$ cat src/rtl/core/utf8_sanitizer_assert.svh
// assertion helpers shared by the sanitizer modules
`ifndef UTF8_SANITIZER_ASSERT_SVH
`define UTF8_SANITIZER_ASSERT_SVH

// property that must hold at every clock edge out of reset
`define UTF8S_ASSERT_ALWAYS(lbl, ck, rstn, cond) \
  lbl: assert property (@(posedge ck) disable iff (!rstn) (cond)) \
    else $error("utf8 sanitizer: invariant violated");

// same-cycle implication
`define UTF8S_ASSERT_IMP(lbl, ck, rstn, ante, cons) \
  lbl: assert property (@(posedge ck) disable iff (!rstn) (ante) |-> (cons)) \
    else $error("utf8 sanitizer: implication violated");

// next-cycle implication
`define UTF8S_ASSERT_NEXT(lbl, ck, rstn, ante, cons) \
  lbl: assert property (@(posedge ck) disable iff (!rstn) (ante) |=> (cons)) \
    else $error("utf8 sanitizer: next-cycle check violated");

`endif

$ cat src/rtl/core/utf8s_pkg.sv
`default_nettype none

package utf8s_pkg;

  localparam logic [7:0] SUBST_CHAR = 8'h3F;

  // most results one byte can release: three held bytes plus itself
  localparam int MAX_RES    = 4;
  localparam int MAX_HELD   = 3;
  localparam int OUTQ_DEPTH = 8;

  typedef struct packed {
    logic [2:0]            n;      // number of result bytes, 0..4
    logic [MAX_RES-1:0][7:0] bytes;
    logic                  last;   // final byte of the string is among them
  } step_res_t;

endpackage

`default_nettype wire

$ cat src/rtl/core/utf8s_step.sv
`default_nettype none

`include "utf8_sanitizer_assert.svh"

module utf8s_step (
  input  logic                  clk,
  input  logic                  rst_n,
  input  logic                  fire,
  input  logic [7:0]            cur_byte,
  input  logic                  cur_last,
  output utf8s_pkg::step_res_t  res
);
  import utf8s_pkg::*;

  localparam logic [7:0] CONT_LO  = 8'h80;
  localparam logic [7:0] CONT_HI  = 8'hBF;
  localparam logic [7:0] LEAD_E0  = 8'hE0;
  localparam logic [7:0] LEAD_ED  = 8'hED;
  localparam logic [7:0] LEAD_F0  = 8'hF0;
  localparam logic [7:0] LEAD_F4  = 8'hF4;
  localparam logic [7:0] LEAD_MIN = 8'hC2;
  localparam logic [7:0] LEAD2_MAX = 8'hDF;
  localparam logic [7:0] LEAD3_MAX = 8'hEF;

  logic [7:0] held_r   [MAX_HELD];
  logic [7:0] held_nxt [MAX_HELD];
  logic [1:0] hc_r, hc_nxt;
  logic [2:0] seq_r, seq_nxt;

  logic [7:0] lo, hi;
  logic       holding, fits, complete, extend, fresh;
  logic       f_lead, f_emit;
  logic [7:0] f_byte, mid_byte;
  logic [2:0] f_len, pre_n, tail_n;
  logic       mid_emit;
  logic [1:0] hc_mid;
  logic [MAX_RES-1:0][7:0] hold_vec;

  always_comb begin
    lo = CONT_LO;
    hi = CONT_HI;
    if (hc_r == 2'd1) begin
      case (held_r[0])
        LEAD_E0: lo = 8'hA0;
        LEAD_ED: hi = 8'h9F;
        LEAD_F0: lo = 8'h90;
        LEAD_F4: hi = 8'h8F;
        default: ;
      endcase
    end
    fits     = (cur_byte >= lo) && (cur_byte <= hi);
    holding  = (hc_r != 2'd0);
    complete = holding && fits && (({1'b0, hc_r} + 3'd1) >= seq_r);
    extend   = holding && fits && !complete;
    fresh    = !holding || !fits;

    // fresh judgement of the current byte
    f_lead = (cur_byte >= LEAD_MIN) && (cur_byte <= LEAD_F4);
    f_emit = !f_lead;
    f_byte = ((cur_byte == 8'h00) || cur_byte[7]) ? SUBST_CHAR : cur_byte;
    f_len  = (cur_byte <= LEAD2_MAX) ? 3'd2 : (cur_byte <= LEAD3_MAX) ? 3'd3 : 3'd4;

    pre_n    = (complete || (holding && !fits)) ? {1'b0, hc_r} : 3'd0;
    mid_emit = complete || (fresh && f_emit);
    mid_byte = complete ? cur_byte : f_byte;

    held_nxt = held_r;
    hc_mid   = hc_r;
    seq_nxt  = seq_r;
    if (complete) begin
      hc_mid  = 2'd0;
      seq_nxt = 3'd0;
    end else if (extend) begin
      case (hc_r)
        2'd1:    held_nxt[1] = cur_byte;
        2'd2:    held_nxt[2] = cur_byte;
        default: ;
      endcase
      hc_mid = hc_r + 2'd1;
    end else if (f_lead) begin
      held_nxt[0] = cur_byte;
      hc_mid      = 2'd1;
      seq_nxt     = f_len;
    end else begin
      hc_mid  = 2'd0;
      seq_nxt = 3'd0;
    end

    // string end: whatever is still held turns into substitutes
    tail_n = cur_last ? {1'b0, hc_mid} : 3'd0;
    hc_nxt = hc_mid;
    if (cur_last) begin
      hc_nxt  = 2'd0;
      seq_nxt = 3'd0;
    end

    hold_vec = {SUBST_CHAR, held_r[2], held_r[1], held_r[0]};
    for (int i = 0; i < MAX_RES; i++) begin
      if (complete && (3'(i) < {1'b0, hc_r})) begin
        res.bytes[i] = hold_vec[i];
      end else if (mid_emit && (3'(i) == pre_n)) begin
        res.bytes[i] = mid_byte;
      end else begin
        res.bytes[i] = SUBST_CHAR;
      end
    end
    res.n    = fire ? (pre_n + {2'b00, mid_emit} + tail_n) : 3'd0;
    res.last = fire && cur_last;
  end

  always_ff @(posedge clk) begin
    if (!rst_n) begin
      hc_r  <= 2'd0;
      seq_r <= 3'd0;
    end else if (fire) begin
      hc_r  <= hc_nxt;
      seq_r <= seq_nxt;
    end
  end

  always_ff @(posedge clk) begin
    if (fire) begin
      held_r <= held_nxt;
    end
  end

  `UTF8S_ASSERT_IMP(a_hold_len, clk, rst_n, hc_r != 2'd0, (seq_r > 3'(hc_r)) && (seq_r <= 3'd4))
  `UTF8S_ASSERT_NEXT(a_last_clears, clk, rst_n, fire && cur_last, hc_r == 2'd0)
  `UTF8S_ASSERT_IMP(a_last_emits, clk, rst_n, fire && cur_last, res.n != 3'd0)

endmodule

`default_nettype wire

$ cat src/rtl/core/utf8s_outq.sv
`default_nettype none

`include "utf8_sanitizer_assert.svh"

module utf8s_outq #(
  parameter int DEPTH = utf8s_pkg::OUTQ_DEPTH
) (
  input  logic                 clk,
  input  logic                 rst_n,
  input  utf8s_pkg::step_res_t res,
  output logic                 room,
  output logic                 out_valid,
  input  logic                 out_stall,
  output logic [7:0]           out_byte,
  output logic                 out_last
);
  import utf8s_pkg::*;

  localparam int AW = (DEPTH > 1) ? $clog2(DEPTH) : 1;
  localparam int CW = AW + 1;

  logic [8:0]    entry_r [DEPTH];
  logic [AW-1:0] wr_ptr_r, wr_ptr_nxt, rd_ptr_r, rd_ptr_nxt;
  logic [CW-1:0] cnt_r, cnt_nxt;
  logic          pop;

  assign room      = (cnt_r <= CW'(DEPTH - MAX_RES));
  assign out_valid = (cnt_r != '0);
  assign pop       = out_valid && !out_stall;
  assign out_byte  = entry_r[rd_ptr_r][7:0];
  assign out_last  = entry_r[rd_ptr_r][8];

  always_comb begin
    wr_ptr_nxt = wr_ptr_r + AW'(res.n);
    rd_ptr_nxt = rd_ptr_r + AW'(pop);
    cnt_nxt    = cnt_r + CW'(res.n) - CW'(pop);
  end

  always_ff @(posedge clk) begin
    if (!rst_n) begin
      wr_ptr_r <= '0;
      rd_ptr_r <= '0;
      cnt_r    <= '0;
    end else begin
      wr_ptr_r <= wr_ptr_nxt;
      rd_ptr_r <= rd_ptr_nxt;
      cnt_r    <= cnt_nxt;
    end
  end

  // end-of-string flag rides only on the final byte of the request
  always_ff @(posedge clk) begin
    for (int j = 0; j < MAX_RES; j++) begin
      if (3'(j) < res.n) begin
        entry_r[wr_ptr_r + AW'(j)] <= {res.last && (3'(j) == (res.n - 3'd1)), res.bytes[j]};
      end
    end
  end

  `UTF8S_ASSERT_ALWAYS(a_cnt_bound, clk, rst_n, cnt_r <= CW'(DEPTH))
  `UTF8S_ASSERT_IMP(a_push_room, clk, rst_n, res.n != 3'd0, room)

endmodule

`default_nettype wire

$ cat src/rtl/core/utf8_sanitizer.sv
// channel | direction | payload            | handshake
// in_     | input     | in_byte, in_last   | in_valid / in_stall
// out_    | output    | out_byte, out_last | out_valid / out_stall
//
// one byte accepted per cycle while in_stall is low; an accepted byte is judged while it sits in
// the input register and the queue has room, and its results are written into the output queue
// a completed or broken sequence releases up to four bytes at once into an
// output queue of OUTQ_DEPTH entries that drains one byte per cycle while out_stall is low
// in_stall rises while a request waits and the queue has fewer than four free entries
// rst_n is synchronous, active low, and empties the held sequence and queue
`default_nettype none

module utf8_sanitizer #(
  parameter int OUTQ_DEPTH = utf8s_pkg::OUTQ_DEPTH
) (
  input  logic       clk,
  input  logic       rst_n,
  input  logic       in_valid,
  output logic       in_stall,
  input  logic [7:0] in_byte,
  input  logic       in_last,
  output logic       out_valid,
  input  logic       out_stall,
  output logic [7:0] out_byte,
  output logic       out_last
);
  import utf8s_pkg::*;

  logic       in_valid_r, in_valid_nxt;
  logic [7:0] in_byte_r;
  logic       in_last_r;
  logic       accept, step_fire, q_room;
  step_res_t  res;

  assign step_fire = in_valid_r && q_room;
  assign in_stall  = in_valid_r && !q_room;
  assign accept    = in_valid && !in_stall;

  always_comb begin
    in_valid_nxt = in_valid_r;
    if (accept) begin
      in_valid_nxt = 1'b1;
    end else if (step_fire) begin
      in_valid_nxt = 1'b0;
    end
  end

  always_ff @(posedge clk) begin
    if (!rst_n) begin
      in_valid_r <= 1'b0;
    end else begin
      in_valid_r <= in_valid_nxt;
    end
  end

  always_ff @(posedge clk) begin
    if (accept) begin
      in_byte_r <= in_byte;
      in_last_r <= in_last;
    end
  end

  utf8s_step u_step (
    .clk      (clk),
    .rst_n    (rst_n),
    .fire     (step_fire),
    .cur_byte (in_byte_r),
    .cur_last (in_last_r),
    .res      (res)
  );

  utf8s_outq #(
    .DEPTH (OUTQ_DEPTH)
  ) u_outq (
    .clk       (clk),
    .rst_n     (rst_n),
    .res       (res),
    .room      (q_room),
    .out_valid (out_valid),
    .out_stall (out_stall),
    .out_byte  (out_byte),
    .out_last  (out_last)
  );

endmodule

`default_nettype wire

$ cat config.mk
export PLATFORM = sky130hd
export DESIGN_NAME = utf8_sanitizer
export DESIGN_NICKNAME = d
export VERILOG_FILES = /design/src/rtl/core/utf8s_pkg.sv /design/src/rtl/core/utf8s_step.sv /design/src/rtl/core/utf8s_outq.sv /design/src/rtl/core/utf8_sanitizer.sv
export VERILOG_INCLUDE_DIRS = /design/src /design/src/rtl/core
export SDC_FILE = /design/constraint.sdc
export NUM_CORES = 1
export LEC_CHECK = 0
export BUFFER_PORTS_ARGS = -buffer_cell sky130_fd_sc_hd__buf_4
export CAP_MARGIN = 20
export CORE_ASPECT_RATIO = 0.8
export CORE_MARGIN = 4
export CORE_UTILIZATION = 30
export DETAILED_ROUTE_END_ITERATION = 12
export PLACE_DENSITY_LB_ADDON = 0.3
export SYNTH_ARGS = -nofsm -noshare
export SYNTH_HDL_FRONTEND = slang
export SYNTH_SLANG_ARGS = --single-unit
$ cat constraint.sdc
create_clock -name clk -period 13.79 [get_ports clk]
set_clock_uncertainty 0.05 [all_clocks]
set_input_delay 1.379 -clock clk [delete_from_list [all_inputs] [get_ports clk]]
set_output_delay 1.379 -clock clk [all_outputs]
set_load 0.01 [all_outputs]
; ---- Word-level counts from Yosys, hierarchy flattened
; Memory sizes are Yosys's and may differ from the RTL's. A register that Yosys moved wholly into a read port is not among the register bits.
; Cells that the tools add are included.
[word_totals]
regBits = 49
ram_bits = 72
in_bits = 13
output_inout_bits = 11
mem_count = 1
[mem_list]
columns = name, depth, width, rd, rd_clocked_by_memory_dff, write_ports, line_no
row1 = u_outq.entry_r, 8, 9, 1, 1, 4, utf8s_outq.sv:22  ; logic [8:0] entry_r [DEPTH];
[classes]
add_sub_neg = 12
magnitude_cmp = 15
n_eq_ne = 13
muxes = 37
n_bitwise = 2
reduce_logical = 44
[op_table]
columns = operator, n
row1 = 2-to-1 mux 8 bit, 11
row2 = "== test 8 bit, second input constant", 4
row3 = "less-or-equal comparator 8 bit, second input constant", 3
row4 = 2-to-1 mux 3 bit, 8
row5 = one-hot mux 6 bit (2 select lines), 2
row6 = logical AND 1 bit, 23
row7 = "== test 2 x 3 -> 1 bit, first input constant", 4
row8 = AND reduction 4 bit, 3
row9 = 2-to-1 mux 1 bit, 11
row10 = 2-to-1 mux 2 bit, 5
row11 = >= comparator 8 bit, 1
row12 = ">= comparator 8 bit, second input constant", 1
row13 = less-or-equal comparator 8 bit, 1
row14 = zero test 8 bit, 1
row15 = zero test 1 bit, 7
row16 = adder 3 x 1 -> 3 bit, 2
row17 = "adder 3 x 2 -> 3 bit, second input constant", 2
row18 = adder 3 bit, 2
row19 = "== test 1 x 3 -> 1 bit, first input constant", 2
row20 = zero test 3 bit, 2
row21 = "< comparator 1 x 3 -> 1 bit, first input constant", 2
row22 = "< comparator 2 x 3 -> 1 bit, first input constant", 2
row23 = adder 4 x 3 -> 4 bit, 1
row24 = "less-or-equal comparator 4 x 3 -> 1 bit, second input constant", 1
row25 = 16 further kinds, 22

; ---- Depth between registers and ports, before layout
[logic_depth]
word_depth = 17
ltp_mapped = 22
mapped_depth_nobuf = 21

; ---- Cells and area by module
; Synthesis repeated with hierarchy kept, for this count alone.
[unflattened]
hier_cells = 756
hier_area_um2 = 7846.3
[by_module_without_submodules]
columns = module, n_inst, cells_per_inst, area_per_inst_um2, seq_area_each_um2
row1 = utf8s_outq, 1, 528, 5552.8, 2362.3
row2 = utf8s_step, 1, 214, 1969.4, 820.8
row3 = utf8_sanitizer, 1, 14, 324.1, 290.3

; ---- Worst setup path after synthesis
; OpenSTA, ideal clock, no wires.
[synth_timing]
path_type = register to register
start = reg u_step.hc_r[1]
end = mem u_outq.entry_r[7][0] (enable)
t_arrival_ns = 4.772
t_required_ns = 13.361
path_slack_ns = 8.589
path_stages_with_launch = 17
path_buffers = 1
synth_period_minus_slack_ns = 5.201
path_cell_list = dfxtp_1 -> clkinv_1 -> ha_1 -> nand3_1 -> nor3_1 -> ha_1 -> nand2_1 -> o21ai_0 -> nand4_1 -> o31ai_1 -> nand2_1 -> fa_1 -> fa_1 -> clkbuf_1 -> nor4_1 -> nor2_1 -> o211ai_1
[synth_lines]
columns = item, line_no
row1 = "start, declared", utf8s_step.sv:27  ; logic [1:0] hc_r, hc_nxt;
row2 = "start signal, assigned", utf8s_step.sv:116  ; hc_r <= hc_nxt;
row3 = "end, declared", utf8s_outq.sv:22

==> flow_summary.ini <==
[synthesis]
yosysSeqAreaShare = 0.403
yosysTopAreaCellShare = 0.366
syn_area_sq_um = 8610
synth_area_per_cell_sq_um = 10.5
synth_top_family_by_area = compound AO/OA/AOI/OAI gates
ys_ff_latch = 121
synth_flop_cell = edfxtp_1
synth-compound-area-share = 0.261
synth.net_count = 859
synth-simple-area-share = 0.172
synthXorXnorAreaFrac = 0.0102
async_flop_share = 0
syn_inst = 819
yosysWarnings = 0
synth.area.top_cells = edfxtp_1 37%, mux4_2 4.7%, a221oi_1 4.7%
synth_edf_count = 105
yosysTopAreaCell = edfxtp_1
synthMuxAreaShare = 0.0695
synth_fa_ha_area_frac = 0.0427
synth.distinct_cells = 74

[clock_tree]
clk_latency_ns = 0.44
cts_resized = 0
cts.sinks = 121
cts_buffers = 17
cts-root-buf = clkbuf_16
cts_hold_buffers = 0
cts_setup_buffers = 0
htreeDepth = 4
tritoncts = done
clk_pin_slew_ns = 0.05
clockBufferDepth = 2

[detailed_routing]
wire_per_inst_microns = 24.2
drtAntennaViolNets = 0
viasPerCell = 6.37
firstDrtPassIters = 5
wl_mm = 29.1
num_vias = 7648
drt-initial-drc-count = 1052
drcViolationCount = 0

[grt]
met1_usage = 0.293
gr-usage-all-layers = 0.183
grt_pass1_wl_mm = 44.3
grt_pass1_vias = 6921
use_met2 = 0.241
met3_usage = 0.0487
antenna_found_initial = 1
grt_max_degree = 69
grt_busiest_layer = met1
gr-total-overflow = 0

[timing]
slew_viol_final = 0
rsz0062_at_grt = no
slew_headroom = 0.251
setup_tns_ns = 0
period_share = 0.473
layout_min_cycle_time_ns = 6.52
final_hold_viol_count = 0
clock.fmax_mhz = 153
worstMarginPinSlew_ns = 1.11
finalSetupViolations = 0

[critical_path]
worst_setup_path_end_kind = register
worstPathRequired_ns = 13.79
cp-start-kind = register
arrival_ns = 6.52
critPathMaxFanout = 13
worstSetupPathType = register to register

[cells_and_area]
final_cell_mix = 105 x edfxtp_1, 54 x nor2_1, 51 x nand2_1
ff_latch_area_sq_um = 3470
area_growth_syn_to_layout_pct = 13.6
layout_commonest_cell = edfxtp_1
nFillCells = 2827
nNetsFinal = 858
multi_input_area_sq_um = 4810
fin_util = 0.346
drive_gt1_frac = 0.168
num_antenna_cells = 0

[power_and_ir_drop]
ir_drop_uv = 89.5
leakage_nw = 3.02
p_comb_frac = 0.234
powerDensity_nw_per_um2 = 123
p_sw_uw = 345
power_switching_share = 0.287
power.internal_uw = 856
clock_power_share = 0.391
p_seq_frac = 0.375

[placement]
gp_congestion = 0.938
numPortBuffers = 23
dp_hpwl_mm = 21.6

[flow_run]
cap_violations = 0

[outcome]
status = completed

[floorplanning]
die_w_microns = 197
dieArea_sq_um = 31500
row_count = 55
core_region_area_sq_um = 28300
num_io_pins = 24
die_height_microns = 160
initial_core_util = 0.304

[worst_hold_path]
hold_path_class = register to register
per-layer routing:
layer	part of all wire	vias up
met5	0.00045	-
met4	0.015	2
met3	0.083	45
met2	0.40	401
met1	0.50	3789
li1	-	3411
through the flow:
step,instance area [sq um],total power [mW],std cells,worst slack (ns),hold slack (ns)
2_1_floorplan,8610,0.654,819,8.59,0.391
3_3_place_gp,9150,0.737,1167,7.60,0.405
3_5_place_dp,9150,0.739,1167,7.31,0.416
4_1_cts,9760,1.21,1199,7.29,0.424
5_1_grt,9780,1.26,1201,6.74,0.461
6_report,9780,1.20,1201,7.27,0.420
cells in the mapped netlist, types with 5 or more instances:
library cell	count
nand4_1	12
xor2_1	5
dfxtp_1	16
and3_1	7
and4_1	6
o311ai_0	36
o31a_1	5
mux4_2	18
mux2i_1	8
a221oi_1	46
o21ai_2	7
o211ai_1	17
or4_1	15
and2_1	9
ha_1	23
nor3_1	26
a211oi_2	5
xnor2_1	5
buf_1	7
o21ai_0	19
o31ai_1	8
o32a_1	5
or3_1	16
o311a_1	31
nand2_1	51
mux2_2	10
or2_2	7
nor2_1	54
a311oi_1	12
a31oi_1	25
a21o_1	5
nor2b_1	10
buf_2	5
nand2b_1	18
inv_1	23
a21oi_1	5
nand3_1	20
nor4_1	14
edfxtp_1	105
clkbuf_1	50
sequential cells by signal, indices dropped and copies added, names as in the netlist:
| signal | cells |
|---|---|
| in_byte_r | 8 |
| u_outq.wr_ptr_r | 3 |
| in_last_r | 1 |
| u_outq.rd_ptr_r | 3 |
| in_valid_r | 1 |
| u_step.held_r | 24 |
| u_outq.cnt_r | 4 |
| u_outq.entry_r | 72 |
| u_step.seq_r | 3 |
| u_step.hc_r | 2 |
logic make-up (layout without fill, tap and decap cells):
| logic type | count (synthesis) | count (layout) |
|---|---|---|
| AND/OR/NAND/NOR | 274 | 274 |
| AO/OA/AOI/OAI | 261 | 261 |
| flip-flops | 121 | 121 |
| buffers and inverters | 90 | 102 |
| multiplexers | 36 | 36 |
| adder cells (fa/ha/maj) | 27 | 27 |
| XOR/XNOR | 10 | 10 |
power groups by stage:
stage          sequential, mW  clock [mW]  combinational (mW)
2_1_floorplan           0.439           0               0.215
3_3_place_gp            0.457           0               0.281
3_5_place_dp            0.457           0               0.281
4_1_cts                 0.450       0.479               0.283
5_1_grt                 0.453       0.492               0.313
6_report                0.450       0.469               0.281
final cells by class:
class | instances | share of cell area
flip-flops and latches | 121 | 0.355
well taps | 370 | 0.0473
inverters | 27 | 0.0104
clock inverters | 13 | 0.0182
multi-input cells | 608 | 0.492
repair buffers | 43 | 0.0330
clock buffers | 19 | 0.0443
path summary, 6_finish.rpt:
kind              slack [ns]              endpoint  cells past startpoint       startpoint
setup / recovery        7.27  u_outq.entry_r[0][1]                     17   u_step.hc_r[1]
hold / removal          0.42       u_step.seq_r[1]                      2  u_step.seq_r[1]
setup reg to reg        7.27  u_outq.entry_r[0][1]                     17   u_step.hc_r[1]
hold reg to reg         0.42       u_step.seq_r[1]                      2  u_step.seq_r[1]
worst max-delay path, cell delays in order, from the launching register on:
cell      delay (ns)
dfxtp_1         0.53
clkinv_1        0.44
ha_1            0.34
nand3_1         0.14
nor3_1          0.08
ha_1            0.30
nand2_1         0.07
o21ai_0         0.46
nand4_1         0.29
o31ai_1         0.32
nand2_1         0.13
fa_1            0.40
fa_1            0.65
o21ai_0         0.31
nand4_1         0.36
nor3_1          0.28
a21oi_1         0.12
o211ai_1        0.85
Note: power is estimated with default switching activity, not from simulation.
